--- config.mk ---
export PLATFORM = sky130hd
export DESIGN_NAME = newton_square_root
export DESIGN_NICKNAME = d
export VERILOG_FILES = /design/src/rtl/core/nsr_pkg.sv /design/src/rtl/core/nsr_dpath.sv /design/src/rtl/core/nsr_ctrl.sv /design/src/rtl/core/newton_square_root.sv
export SDC_FILE = /design/constraint.sdc
export NUM_CORES = 1
export LEC_CHECK = 0
export ABC_CLOCK_PERIOD_IN_PS = 11900
export BUFFER_PORTS_ARGS = -buffer_cell sky130_fd_sc_hd__buf_2
export CAP_MARGIN = 20
export CORE_MARGIN = 2
export CORE_UTILIZATION = 63
export CTS_CLUSTER_DIAMETER = 80
export DETAILED_ROUTE_END_ITERATION = 16
export PLACE_DENSITY = 0.85
export SYNTH_ARGS = -nofsm -noshare
export SYNTH_HDL_FRONTEND = slang
export SYNTH_SLANG_ARGS = --single-unit
--- constraint.sdc ---
create_clock -name i_clk -period 11.9 [get_ports i_clk]
set_input_delay 2.38 -clock i_clk [delete_from_list [all_inputs] [get_ports i_clk]]
set_output_delay 2.38 -clock i_clk [all_outputs]
set_load 0.02 [all_outputs]
--- src/rtl/core/nsr_pkg.sv ---
// ----------------------------------------------------------------------------
// nsr_pkg: shared definitions for the Newton square root block
// Widths, limits, status codes, controller states and the command and
// status bundles that pass between the controller and the datapath.
// ----------------------------------------------------------------------------
package nsr_pkg;

    // Fixed-point format and iteration limit.
    localparam int FRAC_BITS = 16;
    localparam int MAX_ITER  = 32;

    // Field widths.
    localparam int VALUE_W  = 32;
    localparam int ROOT_W   = 24;
    localparam int STATUS_W = 2;
    localparam int PREC_W   = 17;
    localparam int EST_W    = 32;
    localparam int STEP_W   = 6;

    // Dividend is the non-negative value shifted up by the fraction bits.
    localparam int NUM_W = VALUE_W - 1 + FRAC_BITS;
    localparam int SUM_W = NUM_W + 1;
    localparam int CNT_W = $clog2(NUM_W);

    localparam logic [PREC_W-1:0]  PREC_RESET = PREC_W'(7);
    localparam logic [VALUE_W-1:0] ONE_VALUE  = VALUE_W'(1) << FRAC_BITS;

    // Result status codes.
    typedef enum logic [STATUS_W-1:0] {
        ST_OK  = 2'd0,
        ST_NEG = 2'd1,
        ST_CAP = 2'd2
    } t_status;

    // Which result the datapath places in the output register.
    typedef enum logic [1:0] {
        SEL_NEG,
        SEL_TRIV,
        SEL_ITER
    } t_out_sel;

    // Controller states.
    typedef enum logic [2:0] {
        S_IDLE,
        S_CLASSIFY,
        S_DIV,
        S_UPDATE,
        S_CHECK,
        S_FINISH
    } t_state;

    // Commands from the controller to the datapath.
    typedef struct packed {
        logic     load;
        logic     div_start;
        logic     div_step;
        logic     update;
        logic     check;
        logic     out_load;
        t_out_sel out_sel;
    } t_cmd;

    // Status from the datapath to the controller.
    typedef struct packed {
        logic neg;
        logic trivial;
        logic div_last;
        logic conv;
        logic cap;
    } t_stat;

endpackage

--- src/rtl/core/nsr_dpath.sv ---
// ----------------------------------------------------------------------------
// nsr_dpath: datapath of the Newton square root block
// Holds the input value, the current estimate, the precision register, a
// restoring bit-serial divider and the output payload register.
// ----------------------------------------------------------------------------
module nsr_dpath (
    input  logic                          i_clk,
    input  logic                          i_rst_n,
    input  nsr_pkg::t_cmd                 i_cmd,
    output nsr_pkg::t_stat                o_stat,
    input  logic signed [nsr_pkg::VALUE_W-1:0] i_value,
    input  logic                          i_cfg_write,
    input  logic [nsr_pkg::PREC_W-1:0]    i_cfg_data,
    output logic [nsr_pkg::ROOT_W-1:0]    o_root,
    output logic [nsr_pkg::STATUS_W-1:0]  o_status
);
    import nsr_pkg::*;

    logic [PREC_W-1:0]   r_prec;
    logic [VALUE_W-1:0]  r_raw;
    logic [EST_W-1:0]    r_x;
    logic [EST_W-1:0]    r_nx;
    logic                r_conv;
    logic [STEP_W-1:0]   r_step_count;
    logic [NUM_W-1:0]    r_div_sh;
    logic [EST_W:0]      r_rem;
    logic [CNT_W-1:0]    r_div_cnt;
    logic [ROOT_W-1:0]   r_root;
    logic [STATUS_W-1:0] r_status;

    logic [EST_W-1:0]    w_divisor;
    logic [EST_W:0]      w_rem_sh;
    logic                w_qbit;
    logic [SUM_W-1:0]    w_sum;
    logic [EST_W-1:0]    w_diff;
    logic [ROOT_W-1:0]   w_sat_root;

    // Precision register, written over the configuration port.
    always_ff @(posedge i_clk) begin
        if (!i_rst_n) begin
            r_prec <= PREC_RESET;
        end else if (i_cfg_write) begin
            r_prec <= i_cfg_data;
        end
    end

    // Divider step: shift in the next dividend bit and subtract if it fits.
    always_comb begin
        w_divisor = (r_x == '0) ? EST_W'(1) : r_x;
        w_rem_sh  = {r_rem[EST_W-1:0], r_div_sh[NUM_W-1]};
        w_qbit    = (w_rem_sh >= {1'b0, w_divisor});
    end

    // Next estimate is half the sum of the estimate and the quotient.
    assign w_sum = SUM_W'(r_x) + SUM_W'(r_div_sh);

    // Absolute change between successive estimates.
    assign w_diff = (r_nx >= r_x) ? (r_nx - r_x) : (r_x - r_nx);

    // Roots wider than the output field saturate.
    assign w_sat_root = (|r_nx[EST_W-1:ROOT_W]) ? '1 : r_nx[ROOT_W-1:0];

    // Item capture, divider and estimate registers.
    always_ff @(posedge i_clk) begin
        if (i_cmd.load) begin
            r_raw        <= i_value;
            r_x          <= i_value;
            r_step_count <= '0;
        end
        if (i_cmd.div_start) begin
            r_div_sh  <= {r_raw[VALUE_W-2:0], FRAC_BITS'(0)};
            r_rem     <= '0;
            r_div_cnt <= '0;
        end
        if (i_cmd.div_step) begin
            r_rem     <= w_qbit ? (w_rem_sh - {1'b0, w_divisor}) : w_rem_sh;
            r_div_sh  <= {r_div_sh[NUM_W-2:0], w_qbit};
            r_div_cnt <= r_div_cnt + CNT_W'(1);
        end
        if (i_cmd.update) begin
            r_nx         <= w_sum[EST_W:1];
            r_step_count <= r_step_count + STEP_W'(1);
        end
        if (i_cmd.check) begin
            r_conv <= o_stat.conv;
            r_x    <= r_nx;
        end
    end

    // Output payload register.
    always_ff @(posedge i_clk) begin
        if (i_cmd.out_load) begin
            case (i_cmd.out_sel)
                SEL_NEG: begin
                    r_root   <= '0;
                    r_status <= ST_NEG;
                end
                SEL_TRIV: begin
                    r_root   <= r_raw[ROOT_W-1:0];
                    r_status <= ST_OK;
                end
                SEL_ITER: begin
                    r_root   <= w_sat_root;
                    r_status <= r_conv ? ST_OK : ST_CAP;
                end
                default: begin
                    r_root   <= '0;
                    r_status <= ST_OK;
                end
            endcase
        end
    end

    // Status toward the controller.
    always_comb begin
        o_stat.neg      = r_raw[VALUE_W-1];
        o_stat.trivial  = (r_raw == '0) || (r_raw == ONE_VALUE);
        o_stat.div_last = (r_div_cnt == CNT_W'(NUM_W - 1));
        o_stat.conv     = (w_diff < EST_W'(r_prec));
        o_stat.cap      = (r_step_count == STEP_W'(MAX_ITER));
    end

    assign o_root   = r_root;
    assign o_status = r_status;

endmodule

--- src/rtl/core/nsr_ctrl.sv ---
// ----------------------------------------------------------------------------
// nsr_ctrl: controller of the Newton square root block
// Sequences item capture, the serial divisions and estimate updates, and
// owns the input stall and the output valid.
// ----------------------------------------------------------------------------
module nsr_ctrl (
    input  logic           i_clk,
    input  logic           i_rst_n,
    input  logic           i_valid,
    output logic           o_stall,
    output logic           o_valid,
    input  logic           i_stall,
    input  nsr_pkg::t_stat i_stat,
    output nsr_pkg::t_cmd  o_cmd
);
    import nsr_pkg::*;

    t_state r_state;
    t_state n_state;
    logic   r_out_valid;
    logic   n_out_valid;
    logic   w_accept;
    logic   w_out_free;

    assign w_accept   = i_valid && (r_state == S_IDLE);
    assign w_out_free = !r_out_valid || !i_stall;

    // State register and output valid.
    always_ff @(posedge i_clk) begin
        if (!i_rst_n) begin
            r_state     <= S_IDLE;
            r_out_valid <= 1'b0;
        end else begin
            r_state     <= n_state;
            r_out_valid <= n_out_valid;
        end
    end

    // Next state.
    always_comb begin
        n_state = r_state;
        case (r_state)
            S_IDLE: begin
                if (w_accept) n_state = S_CLASSIFY;
            end
            S_CLASSIFY: begin
                if (i_stat.neg || i_stat.trivial) n_state = S_FINISH;
                else                              n_state = S_DIV;
            end
            S_DIV: begin
                if (i_stat.div_last) n_state = S_UPDATE;
            end
            S_UPDATE: begin
                n_state = S_CHECK;
            end
            S_CHECK: begin
                if (i_stat.conv || i_stat.cap) n_state = S_FINISH;
                else                           n_state = S_DIV;
            end
            S_FINISH: begin
                if (w_out_free) n_state = S_IDLE;
            end
            default: begin
                n_state = S_IDLE;
            end
        endcase
    end

    // Commands and handshake outputs.
    always_comb begin
        o_cmd         = '0;
        o_cmd.out_sel = SEL_ITER;
        n_out_valid   = r_out_valid && i_stall;
        case (r_state)
            S_IDLE: begin
                o_cmd.load = w_accept;
            end
            S_CLASSIFY: begin
                o_cmd.div_start = !(i_stat.neg || i_stat.trivial);
            end
            S_DIV: begin
                o_cmd.div_step = 1'b1;
            end
            S_UPDATE: begin
                o_cmd.update = 1'b1;
            end
            S_CHECK: begin
                o_cmd.check     = 1'b1;
                o_cmd.div_start = !(i_stat.conv || i_stat.cap);
            end
            S_FINISH: begin
                o_cmd.out_load = w_out_free;
                if (i_stat.neg)          o_cmd.out_sel = SEL_NEG;
                else if (i_stat.trivial) o_cmd.out_sel = SEL_TRIV;
                else                     o_cmd.out_sel = SEL_ITER;
                if (w_out_free) n_out_valid = 1'b1;
            end
            default: begin
                o_cmd = '0;
            end
        endcase
    end

    assign o_stall = (r_state != S_IDLE);
    assign o_valid = r_out_valid;

endmodule

--- src/rtl/core/newton_square_root.sv ---
// ----------------------------------------------------------------------------
// newton_square_root: fixed-point square root by Newton iteration
// Top level joining the controller and the datapath.
// ----------------------------------------------------------------------------
// The block takes one signed Q16.16 item at a time and returns its unsigned
// Q8.16 root with a status (0 ok, 1 negative input, 2 iteration cap). Each
// Newton step runs a restoring divider that retires one quotient bit per
// cycle over a 47-bit dividend, then an estimate update and a convergence
// check. An item takes at most 32 steps; negative input, zero and one skip
// the iteration. The input stalls while an item is in work. A finished result
// sits in an output register, so the next item can enter while it waits. The
// precision register takes writes at any time the block is idle.
module newton_square_root (
    input  logic                                 i_clk,
    input  logic                                 i_rst_n,
    input  logic                                 i_valid,
    output logic                                 o_stall,
    input  logic signed [nsr_pkg::VALUE_W-1:0]   i_value,
    output logic                                 o_valid,
    input  logic                                 i_stall,
    output logic [nsr_pkg::ROOT_W-1:0]           o_root,
    output logic [nsr_pkg::STATUS_W-1:0]         o_status,
    input  logic                                 i_cfg_valid,
    output logic                                 o_cfg_ready,
    input  logic [nsr_pkg::PREC_W-1:0]           i_cfg_data
);
    import nsr_pkg::*;

    t_cmd  w_cmd;
    t_stat w_stat;

    // Configuration writes are always taken.
    assign o_cfg_ready = 1'b1;

    nsr_ctrl u_ctrl (
        .i_clk   (i_clk),
        .i_rst_n (i_rst_n),
        .i_valid (i_valid),
        .o_stall (o_stall),
        .o_valid (o_valid),
        .i_stall (i_stall),
        .i_stat  (w_stat),
        .o_cmd   (w_cmd)
    );

    nsr_dpath u_dpath (
        .i_clk       (i_clk),
        .i_rst_n     (i_rst_n),
        .i_cmd       (w_cmd),
        .o_stat      (w_stat),
        .i_value     (i_value),
        .i_cfg_write (i_cfg_valid),
        .i_cfg_data  (i_cfg_data),
        .o_root      (o_root),
        .o_status    (o_status)
    );

endmodule

# Yosys cells after proc, flatten, opt, wreduce, memory -nomap -nowiden
# Cells that the tools add are included.
# word_totals
out_inout_bits	29
elab_cells	89
reg_bits	235
# op_classes
eq_ne	13
reduce_logical	21
magnitude_cmp	3
n_mux	33
addsub	6
# op_table
op	n
2-to-1 mux 32 bit	7
subtractor 32 bit	3
2-to-1 mux 47 bit	2
zero test 32 bit	2
case mux 24 bit (2 select lines)	1
adder 32 x 33 -> 33 bit	1
greater-or-equal comparator 33 x 32 -> 1 bit	1
equality test 32 x 17 -> 1 bit, second input constant	1
greater-or-equal comparator 32 bit	1
less-than comparator 32 x 17 -> 1 bit	1
2-to-1 mux 24 bit	1
2-to-1 mux 6 bit	4
case mux 3 bit (6 select lines)	1
2-to-1 mux 3 bit	5
adder 6 x 1 -> 6 bit, second input constant	2
equality test 6 bit, second input constant	2
OR reduction 8 bit	1
equality test 3 x 2 -> 1 bit, second input constant	2
equality test 3 bit, second input constant	2
2-to-1 mux 1 bit	6
2-to-1 mux 2 bit	3
!= test 2 x 1 -> 1 bit, second input constant	3
case mux 3 bit (2 select lines)	1
nonzero test 2 bit	3
other kinds (13)	20

# Longest topological paths before layout
# Gate-level depths: netlist (run 1).
# depth
depth_word	8
mapped_depth	29

# Cells and area by module
# Synthesis (run 1) repeated with hierarchy kept, for this count alone.
# unflattened
hier_cells	1663
hier_area_um2	16751.1
# modules_own_cells
mod	seq_area_each_um2	cells_each	n_inst	area_per_inst_um2
nsr_dpath	6766.5	1617	1	16424.5
nsr_ctrl	80.1	44	1	315.3
newton_square_root	0.0	2	1	11.3

# Worst setup path after synthesis (run 1)
# Ideal clock, no wire load.
# synth_timing
path_type	register -> register
startpoint	reg u_dpath.r_nx[0]
endpoint	reg u_dpath.r_div_cnt[0] (enable)
setup_slack_ns	3.370
t_required_ns	11.371
arrival_ns	8.000
stages_incl_launch_ff	29
setup_ns	0.529
cell_sequence	edfxtp_1 > inv_1 > ha_1 > inv_1 > fa_1 > nand3_1 > a21oi_1 > o31ai_2 > nand4_2 > a221o_1 > buf_6 > buf_2 > a221oi_1 > o2111ai_1 > o211ai_1 > o21ai_1 > xor2_1 > ha_1 > a21o_1 > a21o_1 > a21oi_1 > o21ai_0 > a21o_1 > a21o_1 > a221oi_1 > nand4_1 > nor4_2 > and4b_1 > nor2_1
# synth_via
elab_chain_cells	7
word_cells_on_any_way	9
# synth_rtl
item	line_no	text
start, declared	nsr_dpath.sv:22	logic [EST_W-1:0] r_nx;
start signal, assigned	nsr_dpath.sv:81	r_nx <= w_sum[EST_W:1];
subtractor 32 bit or greater-or-equal comparator 32 bit (tied branches)	nsr_dpath.sv:58	assign w_diff = (r_nx >= r_x) ? (r_nx - r_x) : (r_x - r_nx);
2-to-1 mux 32 bit (*)	nsr_dpath.sv:58	
less-than comparator 32 x 17 -> 1 bit (*)	nsr_dpath.sv:119	o_stat.conv = (w_diff < EST_W'(r_prec));
logical OR 1 bit (*)	nsr_ctrl.sv:89	o_cmd.div_start = !(i_stat.conv || i_stat.cap);
zero test 1 bit (*)	nsr_ctrl.sv:89	
case mux 1 bit (2 select lines) (*)	nsr_ctrl.sv:74	case (r_state)
nonzero test 2 bit (no line) (*)	-	
end signal, assigned	nsr_dpath.sv:78	r_div_cnt <= r_div_cnt + CNT_W'(1);
end, declared	nsr_dpath.sv:27	logic [CNT_W-1:0] r_div_cnt;
# Mark *: on every way between the ends. The rest lies on a longest branch, timed or not.
# A chain may end at the register's enable or synchronous reset.

# Worst setup path in the final report (run 1)
# layout_timing
startpoint	reg u_dpath.r_x[1]
endpoint	reg u_dpath.r_rem[5] (enable)
# layout_via
elab_chain_cells	7
word_cells_on_any_way	9
# layout_rtl
item	line_no	text
start, declared	nsr_dpath.sv:21	logic [EST_W-1:0] r_x;
start signal, assigned	nsr_dpath.sv:67	r_x <= i_value;
start signal, assigned	nsr_dpath.sv:86	r_x <= r_nx;
subtractor 32 bit or greater-or-equal comparator 32 bit (tied branches)	nsr_dpath.sv:58	
2-to-1 mux 32 bit (*)	nsr_dpath.sv:58	
less-than comparator 32 x 17 -> 1 bit (*)	nsr_dpath.sv:119	
logical OR 1 bit (*)	nsr_ctrl.sv:89	
zero test 1 bit (*)	nsr_ctrl.sv:89	
case mux 1 bit (2 select lines) (*)	nsr_ctrl.sv:74	
nonzero test 2 bit (no line) (*)	-	
end signal, assigned	nsr_dpath.sv:76	r_rem <= w_qbit ? (w_rem_sh - {1'b0, w_divisor}) : w_rem_sh;
end, declared	nsr_dpath.sv:26	logic [EST_W:0] r_rem;
# Marks and branches as above.

==> results.md, run 1 <==
- CP Capture Type: flip-flop
- Cts repair resizes: 0
- Post-Syn Nets: 1967
- Setup violations, final: 0
- CTS max path bufs: 3
- DRT iter0 DRCs: 1460
- Reg clk slew, reported paths: 0.06 ns
- Synth top cells by count: nand2_1 (227), edfxtp_1 (214), a21oi_1 (168)
- Largest net degree at the start of global routing: 86
- Max Clk Rate: 0.152 GHz
- Final-stage net count: 2021
- Hold/Removal Path Class: reg2reg
- Tot GR Track Use: 33.4%
- Cells after synthesis: 1760
- Number of CTS-inserted buffers: 27
- Crit path DAT: 6.86 ns
- Mean routed wirelength per cell: 22.0 um
- Sequential element share of the synthesized area: 41.2%
- Synth Area per Inst: 9.45 um2
- Final ANT Viol Nets: 0
- Worst vdd ir: 0.000147 V
- #FFs+latches synth: 235
- Clock Skew: 0.0116 ns
- Routed wire length: 47600 um
- Max_slew headroom: 30.5%
- Die area: 27700 um2
- Critical path type: reg2reg
- Worst slew pin tran: 1.04 ns
- Die height: 166 um
- IO Pins: 83
- Total core area: 26000 um2
- EDFF count, synth: 214
- Vias: 14100
- Startpoint class of the critical path: flip-flop
- Top-count cell post-synth: nand2_1
- Post-synth top flop: edfxtp_1
- Total gr overflow: 0
- Cts hold-fix bufs: 0
- Synth top area cells: edfxtp_1 (39%), ha_1 (11%), nand2_1 (5.1%), a21oi_1 (5.1%), inv_1 (3.4%)
- Detailed Place HPWL: 35500 um
- Number of max-slew violations in the final report: 0
- Post-DR vias/cell: 6.51
- Reg2Reg Setup Slack: 5.30 ns
- Ys Warns: 0
- Vias in the first global route: 13400
- Final period util: 55.5%
- CTS tree: built
- PD cells: 144 nW/um2
- First-pass GRT wire length: 73500 um
- Netlist cell types: 86
- Fin crit period: 6.60 ns
- Worst skew pair latency: 0.56 ns
- Critical path required time: 12.16 ns
- Root buffer cell: clkbuf_16
- Static Leak: 0.00760 uW
- Post-CTS Setup Repair Bufs: 0
- Outcome: completed
- Worst Path Max Fanout: 76
- Max-Cap Viols: 0
- H-tree depth: 1
- Area added between synthesis and finish: 9.40%
- Synth Cell Area: 16600 um2
- DP Area: 17200 um2
- Initial antenna violation count: 0
- Design area: 18200 um2
- Row Count: 59
- Chip Width: 166 um
- Number of port buffers: 81
- Final hold vios: 0
- Starting Density: 64.0%
- Routability Congestion: 0.979
- Layout cells sized above 1: 11.2%
- RSZ-0062 raised after global routing: false
- Synth area leader: edfxtp_1
- DRC: 0
- Ant diodes: 0
- Post-synth top area share: 38.6%
- First-pass detailed-route iteration total: 5
- Async SR Flop Fraction: 0%
- Setup TNS: 0 ns
- Clock Sinks: 235
-- per-stage QoR --
step	cells	utilization (%)	total power, uW	hold WS, ns	setup WS [ns]
after floorplan	1760	-	1560	0.431	3.37
after CTS	2164	69.8	2590	0.494	5.22
after global routing	2167	70.0	2720	0.516	4.92
after detailed placement	2117	66.3	1730	0.483	5.24
final	2167	70.0	2610	0.490	5.30
after global placement	2117	66.3	1710	0.467	5.39
-- placed cells by master, fill, tap and decap left out, types with 8 or more instances in the layout --
cell type / instances
nand2_1: 226
edfxtp_1: 214
a21oi_1: 167
inv_1: 152
ha_1: 149
nor2_1: 111
o21ai_0: 88
buf_2: 81
a21o_1: 53
xnor2_1: 50
mux2_2: 34
xor2_1: 32
nand4_1: 31
nand3_1: 30
mux2i_1: 27
o21a_1: 27
clkbuf_16: 27
nor4_1: 24
dfxtp_1: 21
and3_1: 20
a211oi_1: 18
nor3_1: 14
nor2b_1: 14
buf_4: 13
o21bai_1: 12
a31oi_1: 12
o211ai_1: 8
nand2b_1: 8
and2_1: 8
-- area by class of cell --
type	count	area, um2
Multi-Input combinational cell	1301	8900
Fill cell	1919	7790
Sequential cell	235	6850
Clock buffer	31	691
Inverter	153	574
Timing Repair Buffer	96	551
Tap cell	335	419
Clock inverter	16	219
-- worst max-delay path, cell delays in order, from the launching register on --
cell and delay, ns:
edfxtp_1 0.61, inv_1 0.21, fa_1 0.47, nand3_1 0.10, a21oi_1 0.13, o31ai_2 0.32, nand4_2 0.18, a221o_1 0.46
a221oi_1 0.39, o2111ai_1 0.15, o211ai_1 0.19, o21ai_1 0.11, xor2_1 0.15, ha_1 0.31, a21o_1 0.17, a21o_1 0.17
a21oi_1 0.12, o21ai_0 0.08, a21o_1 0.16, a21o_1 0.19, a221oi_1 0.25, nand4_1 0.16, nor4_2 0.29, and4b_1 0.31
nor2_4 0.05, buf_4 0.22, buf_16 0.26
-- cells by family (layout without fill, tap and decap cells) --
kind of cell | after synthesis | in the layout | share of synthesized area, %
simple gates | 531 | 531 | 15.1
compound gates | 472 | 472 | 18.2
flops | 235 | 235 | 41.2
buf+inv | 224 | 296 | 5.60
fa+ha+maj | 153 | 153 | 11.7
xor+xnor | 82 | 82 | 4.32
mux | 62 | 62 | 3.99
other cells | 1 | 1 | 0.0225
-- registers in the layout (all words and copies together) (netlist names) --
register	cells
u_dpath.r_div_sh	47
u_dpath.r_nx	32
u_dpath.r_raw	32
u_dpath.r_rem	32
u_dpath.r_x	32
u_dpath.o_root	24
u_dpath.r_prec	17
u_dpath.r_div_cnt	6
u_dpath.r_step_count	6
u_ctrl.r_state	3
u_dpath.o_status	2
u_ctrl.o_valid	1
u_dpath.r_conv	1
-- worst paths after layout --
path,startpoint,to,depth (start not counted)
worst max-delay path,u_dpath.r_x[1],u_dpath.r_rem[5],26
worst max register to register,u_dpath.r_x[1],u_dpath.r_rem[5],26
worst min register to register,u_dpath.r_prec[6],u_dpath.r_prec[6],2
worst min-delay path,u_dpath.r_prec[6],u_dpath.r_prec[6],2
-- where the power goes --
part	total (uW)	leakage, uW	switching, uW	internal, uW
sequential	1050	0.00211	61.4	987
combinational	698	0.00505	427	271
clock	867	0.000439	344	523
total	2610	0.00760	832	1780
-- metal layers --
layer	share of wire (%)	GRT usage [%]	up-vias	wire [um]
li1	-	-	6472	-
met1	40	45.9	6724	19200
met2	45	52.9	777	21400
met3	9.4	4.71	130	4480
met4	5.3	15.7	0	2550
met5	0	0	-	0
Power figures use the tool's default switching activity.
==> run 2: changes to the inputs <==
--- a/config.mk
+++ b/config.mk
@@ -5,14 +5,14 @@
 export SDC_FILE = /design/constraint.sdc
 export NUM_CORES = 1
 export LEC_CHECK = 0
-export ABC_CLOCK_PERIOD_IN_PS = 11900
+export ABC_CLOCK_PERIOD_IN_PS = 5400
 export BUFFER_PORTS_ARGS = -buffer_cell sky130_fd_sc_hd__buf_2
 export CAP_MARGIN = 20
 export CORE_MARGIN = 2
-export CORE_UTILIZATION = 63
+export CORE_UTILIZATION = 57
 export CTS_CLUSTER_DIAMETER = 80
 export DETAILED_ROUTE_END_ITERATION = 16
-export PLACE_DENSITY = 0.85
+export PLACE_DENSITY = 0.81
 export SYNTH_ARGS = -nofsm -noshare
 export SYNTH_HDL_FRONTEND = slang
 export SYNTH_SLANG_ARGS = --single-unit
==> constraint.sdc (replaced) <==
create_clock -name i_clk -period 5.4 [get_ports i_clk]
set_input_delay 1.08 -clock i_clk [delete_from_list [all_inputs] [get_ports i_clk]]
set_output_delay 1.08 -clock i_clk [all_outputs]
set_load 0.02 [all_outputs]
==> run 2 against run 1 <==
- the flow now finishes with violations (setup timing)
- clock power grew 120%
- via count grew 3.3%
- sequential share of layout area shrank 3.2 points
- first-iteration DRC count is 1.5% higher
- non-clock buffer count rose by 182
- critical endpoint is now u_dpath.r_div_cnt[0]
- largest cell class unchanged
==> results.md, run 2 (synthesized netlist as in run 1, its figures left out) <==
- DRT iter0 DRCs: 1482 (+1.5%)
- Die height: 175 um (+5.0%)
- Startpoint class of the critical path: flip-flop
- Area added between synthesis and finish: 19.6%
- Crit path DAT: 6.09 ns (-0.77 ns)
- Worst path slowest cell: a221o_2
- Chip Width: 175 um (+5.0%)
- Worst skew pair latency: 0.56 ns (about the same)
- Reg2Reg Setup Slack: -0.38 ns (-5.68 ns)
- DP Area: 18600 um2 (+8.2%)
- Final WS setup: -0.376 ns (-5.68 ns)
- Initial antenna violation count: 0 (unchanged)
- Clock Sinks: 235 (unchanged)
- Clock Skew: 0.0122 ns (+0.000514 ns)
- Vias: 14600 (+3.3%)
- Worst setup path startpoint: u_dpath.r_x[22]
- Number of CTS-inserted buffers: 28 (+3.7%)
- Setup violations, final: 86 (+86)
- Row Count: 62 (+5.1%)
- Ant diodes: 0 (unchanged)
- CP Capture Type: flip-flop
- Critical path required time: 5.71 ns (-6.45 ns)
- Max Clk Rate: 0.173 GHz (+14%)
- Int Power: 4020 uW (+130%)
- Max incr delay on CP: 0.45 ns (-0.16 ns)
- Number of port buffers: 81 (unchanged)
- Top cell by count, worst path: a21o_1
- Layout cells sized above 1: 20.7% (+9.5 points)
- Tot GR Track Use: 32.5% (-0.93 points)
- Share of power burned in registers: 38.1% (-2.0 points)
- Number of max-slew violations in the final report: 0 (unchanged)
- Mean routed wirelength per cell: 20.8 um (-5.2%)
- Vias in the first global route: 14300 (+6.4%)
- Final hold vios: 0 (unchanged)
- Clock group share of total power: 31.9% (-1.3 points)
- Detailed Place HPWL: 38000 um (+7.1%)
- Hold_sp: u_dpath.r_prec[0]
- Total core area: 28700 um2 (+10%)
- Max-Cap Viols: 0 (unchanged)
- Comb pwr share: 30.0% (+3.3 points)
- Fin crit period: 5.78 ns (-0.823 ns)
- Critical path type: reg2reg
- RSZ-0062 raised after global routing: true
- Post-Layout Cell Count: 2403 (+11%)
- Final-stage net count: 2204 (+9.1%)
- Largest net degree at the start of global routing: 39 (-55%)
- Most frequent cells in the layout: nand2_1 (226), edfxtp_1 (214), buf_4 (183)
- PD cells: 300 nW/um2 (+110%)
- Design area: 19900 um2 (+9.4%)
- Outcome: finished with violations
- Starting Density: 58.0% (-6.1 points)
- Reg clk slew, reported paths: 0.06 ns (about the same)
- Buffers plus inverters on the worst setup path: 4 (+1)
- R2r endpoint: u_dpath.r_div_cnt[0]
- Max reg flops: 47 (unchanged)
- Worst slew pin tran: 1.02 ns (-0.0260 ns)
- Final ANT Viol Nets: 0 (unchanged)
- Static Leak: 0.00854 uW (+12%)
- Crit path depth: 27 (+3.8%)
- Post-DR vias/cell: 6.06 (-6.9%)
- Total gr overflow: 0 (unchanged)
- Worst setup path endpoint: u_dpath.r_div_cnt[0]
- Final Power: 5980 uW (+130%)
- Routability Congestion: 0.964 (-1.5%)
- Biggest register: u_dpath.r_div_sh
- First-pass GRT wire length: 77900 um (+6.1%)
- Failing checks: setup timing
- Routed wire length: 50100 um (+5.2%)
- Die area: 30600 um2 (+10%)
- P_sw: 1950 uW (+130%)
- Max_slew headroom: 32.3% (+1.7 points)
- Worst Path Max Fanout: 15 (-80%)
- IO Pins: 83 (unchanged)
- CTS tree: built
- First-pass detailed-route iteration total: 5 (unchanged)
- CTS max path bufs: 3 (unchanged)
- H-tree depth: 1 (unchanged)
- Hold_ws: 0.468 ns (-0.0220 ns)
- Commonest non-fill, non-tap cell in the layout: nand2_1
- Hold/Removal Path Class: reg2reg
- DRC: 0 (unchanged)
- CP top delay family: compound AO/OA/AOI/OAI gates
- Final period util: 107% (+52 points)
- Cells after DPL: 2334 (+10%)
- Worst R2R Start: u_dpath.r_x[22]
- Worst vdd ir: 0.000259 V (+75%)
- Root buffer cell: clkbuf_16
- Post-layout util: 69.3% (-0.70 points)
- Switching share of total power: 32.7% (+0.86 points)
- R2r worst-path depth: 27 (+3.8%)
==> run 2: layout make-up <==
| cell class | instances | area, um2 |
|---|---|---|
| inverters | 153 | 574 |
| clock buffers | 31 | 733 |
| clock inverters | 21 | 198 |
| flip-flops and latches | 235 | 6850 |
| fillers | 2095 | 8800 |
| repair buffers | 278 | 2070 |
| well taps | 384 | 480 |
| multi-input cells | 1301 | 9000 |
==> run 2: how the worst min path moves through the flow <==
stage                   endpoint  slack [ns]  cells past startpoint
2_1_floorplan  u_dpath.r_prec[0]        0.43                      2
3_3_place_gp   u_dpath.r_prec[0]        0.45                      2
3_5_place_dp   u_dpath.r_prec[0]        0.45                      2
4_1_cts        u_dpath.r_prec[0]        0.47                      2
5_1_grt        u_dpath.r_prec[0]        0.52                      2
6_report       u_dpath.r_prec[0]        0.47                      2
==> run 2: worst min-delay path, stage by stage (launching register included) <==
cell and delay (ns):
dfxtp_1 0.32, mux2i_1 0.06, nand2_1 0.06
==> run 2: power by group through the flow <==
stage / logic [uW] / clock network (uW) / registers (uW)
finish: 1790 / 1910 / 2280
global route: 1960 / 2000 / 2280
CTS: 1770 / 1910 / 2270
detailed placement: 1680 / 0 / 2300
global placement: 1630 / 0 / 2300
floorplan: 1150 / 0 / 2280
==> run 2: per-stage QoR <==
step	TNS, ns	setup slack (ns)
floorplan	-43.24	-0.509
global placement	-31.38	-0.375
detailed placement	-41.27	-0.487
CTS	-25.90	-0.315
global route	-58.75	-0.707
finish	-29.11	-0.376
==> run 2: layer usage <==
metal / vias up / track usage, % / wire, um
met1: 6936 / 43.0 / 20700
met4: 0 / 14.0 / 2360
met5: - / 0 / 0
li1: 6835 / - / -
met2: 655 / 53.0 / 22900
met3: 137 / 5.35 / 4130
==> run 2: repair_timing <==
| action | CTS | global route |
|---|---|---|
| endpoints found under the hold margin | 0 | 0 |
| hold buffers | 0 | 0 |
| resized for setup | 16 | 7 |
| pin swaps | 11 | 1 |
| buffers inserted | 10 | 3 |
| endpoints found under the setup margin | 89 | 89 |
| cloned | 6 | 0 |
==> run 3: changes to the inputs <==
--- a/config.mk
+++ b/config.mk
@@ -5,7 +5,7 @@
 export SDC_FILE = /design/constraint.sdc
 export NUM_CORES = 1
 export LEC_CHECK = 0
-export ABC_CLOCK_PERIOD_IN_PS = 5400
+export ABC_CLOCK_PERIOD_IN_PS = 5300
 export BUFFER_PORTS_ARGS = -buffer_cell sky130_fd_sc_hd__buf_2
 export CAP_MARGIN = 20
 export CORE_MARGIN = 2
==> constraint.sdc (replaced) <==
create_clock -name i_clk -period 5.3 [get_ports i_clk]
set_input_delay 1.06 -clock i_clk [delete_from_list [all_inputs] [get_ports i_clk]]
set_output_delay 1.06 -clock i_clk [all_outputs]
set_load 0.02 [all_outputs]
==> run 3 against run 2 <==
- the run still ends with setup timing left
- design area increased by 1.2%
- sequential share of layout area decreased by 0.39 points
- sequential cell count did not move
- combinational power is 3% higher
- clock power rose by 9%
- power rose by 4.6%
- critical path depth decreased by 2
- cell count up 0.46%
- utilization increased by 0.80 points
- sequential power increased by 2%
- global-route usage about the same
==> results.md, run 3 (synthesized netlist as in run 1, its figures left out) <==
- Crit path DAT: 6.02 ns (-0.07 ns)
- CTS max path bufs: 3 (unchanged)
- Mean routed wirelength per cell: 20.9 um (+0.52%)
- Cts hold-fix bufs: 0 (unchanged)
- Critical path required time: 5.63 ns (-0.08 ns)
- Routed wire length: 50600 um (+0.98%)
- Initial antenna violation count: 0 (unchanged)
- Die height: 175 um (unchanged)
- Area added between synthesis and finish: 21.0%
- Setup violations, final: 86 (unchanged)
- Biggest register: u_dpath.r_div_sh
- Final-stage net count: 2215 (+0.50%)
- Max reg flops: 47 (unchanged)
- Cells after DPL: 2333 (-0.043%)
- Vias in the first global route: 14400 (+1.1%)
- RSZ-0062 raised after global routing: true
- Setup TNS: -29.87 ns (-0.769 ns)
- Vias: 14600 (+0.45%)
- Post-DR vias/cell: 6.06 (about the same)
- Worst slew pin tran: 1.17 ns (+0.155 ns)
- Commonest non-fill, non-tap cell in the layout: nand2_1
- Startpoint class of the critical path: flip-flop
- Post-Layout Cell Count: 2414 (+0.46%)
- Final period util: 107% (+0.40 points)
- DRC: 0 (unchanged)
- H-tree depth: 1 (unchanged)
- Clock Sinks: 235 (unchanged)
- Number of max-slew violations in the final report: 0 (unchanged)
- Total core area: 28700 um2 (unchanged)
- Row Count: 62 (unchanged)
- Chip Width: 175 um (unchanged)
- Worst Path Max Fanout: 7 (-8)
- Final WS setup: -0.390 ns (-0.0141 ns)
- Layout cells sized above 1: 21.4% (+0.68 points)
- PD cells: 311 nW/um2 (+3.4%)
- Worst setup path startpoint: u_dpath.r_nx[24]
- CTS tree: built
- Number of CTS-inserted buffers: 28 (unchanged)
- Detailed Place HPWL: 37300 um (-1.9%)
- Hold_sp: u_dpath.r_prec[0]
- Reg clk slew, reported paths: 0.06 ns (about the same)
- Failing checks: setup timing
- Clock Skew: 0.0164 ns (+0.00427 ns)
- CP Capture Type: flip-flop
- Reg2Reg Setup Slack: -0.39 ns (about the same)
- Max Clk Rate: 0.176 GHz (+1.5%)
- Hold_ws: 0.463 ns (-0.00448 ns)
- First-pass GRT wire length: 78200 um (+0.31%)
- Final hold vios: 0 (unchanged)
- Outcome: finished with violations
- Final ANT Viol Nets: 0 (unchanged)
- Hold/Removal Path Class: reg2reg
- First-pass detailed-route iteration total: 6 (+1)
- Largest net degree at the start of global routing: 69 (+77%)
- DP Area: 18600 um2 (about the same)
- Max-Cap Viols: 0 (unchanged)
- Number of port buffers: 81 (unchanged)
- Fin crit period: 5.69 ns (-0.0859 ns)
- Total gr overflow: 0 (unchanged)
- Root buffer cell: clkbuf_16
- Max_slew headroom: 21.1% (-11 points)
- Routability Congestion: 0.946 (-1.9%)
- Critical path type: reg2reg
- Static Leak: 0.00864 uW (+1.2%)
- Worst vdd ir: 0.000322 V (+24%)
- Starting Density: 58.0% (unchanged)
- Worst skew pair latency: 0.57 ns (about the same)
- Tot GR Track Use: 32.5% (+0.041 points)
- Design area: 20100 um2 (+1.2%)
- IO Pins: 83 (unchanged)
- Most frequent cells in the layout: nand2_1 (226), edfxtp_1 (214), buf_4 (192)
- DRT iter0 DRCs: 1327 (-10%)
- Die area: 30600 um2 (unchanged)
- Worst R2R Start: u_dpath.r_nx[24]
- Ant diodes: 0 (unchanged)
-- run 3: where the power goes --
part | switching [uW] | total, uW | leakage (uW) | internal, uW
sequential | 107 | 2320 | 0.00211 | 2210
combinational | 1060 | 1840 | 0.00604 | 782
clock | 819 | 2090 | 0.000494 | 1270
total | 1990 | 6250 | 0.00864 | 4270
-- run 3: worst paths after layout --
| path | endpoint | cells past startpoint |
|---|---|---|
| min | u_dpath.r_prec[0] | 2 |
| max reg2reg | u_dpath.r_div_cnt[3] | 25 |
| min reg2reg | u_dpath.r_prec[0] | 2 |
| max | u_dpath.r_div_cnt[3] | 25 |
-- run 3: repair_timing --
item                                    in CTS  in global routing
setup buffers                               52                  7
gates cloned                                 7                  1
endpoints found under the setup margin      89                 89
pin swaps                                   15                  6
resized for setup                           29                 12
-- run 3: area by class of cell --
class | instances | area [um2]
Sequential cell | 235 | 6850
Inverter | 153 | 574
Fill cell | 2082 | 8570
Multi-Input combinational cell | 1302 | 9060
Tap cell | 384 | 480
Timing Repair Buffer | 288 | 2150
Clock buffer | 29 | 704
Clock inverter | 23 | 309
-- run 3: worst max-delay path: stages (launching register included) --
cell	delay, ns
edfxtp_1	0.39
inv_1	0.07
ha_1	0.36
and4_4	0.23
a221oi_4	0.38
nand4_2	0.19
a221o_2	0.47
a221oi_2	0.33
o2111ai_1	0.13
o211ai_1	0.14
o21ai_1	0.10
xor2_1	0.15
ha_1	0.30
a21o_1	0.16
a21o_1	0.18
a21oi_2	0.11
o21ai_1	0.06
a21o_1	0.18
a21o_1	0.16
a221oi_2	0.21
nand4_1	0.13
nor4_2	0.21
and4b_1	0.26
buf_6	0.15
nor2_4	0.12
clkbuf_16	0.28
-- run 3: per-layer routing --
layer	part of all wire [%]	track usage [%]
met1	40	42.9
met2	46	53.1
met3	8.5	4.66
met4	5.2	15.2
met5	0	0.321
-- run 3: metrics by stage --
stage	util, %	total power [uW]	setup WS [ns]
floorplan	-	3500	-0.609
global placement	64.9	4010	-0.513
detailed placement	64.9	4050	-0.594
CTS	69.9	6210	-0.317
global route	70.1	6500	-0.713
finish	70.1	6250	-0.390
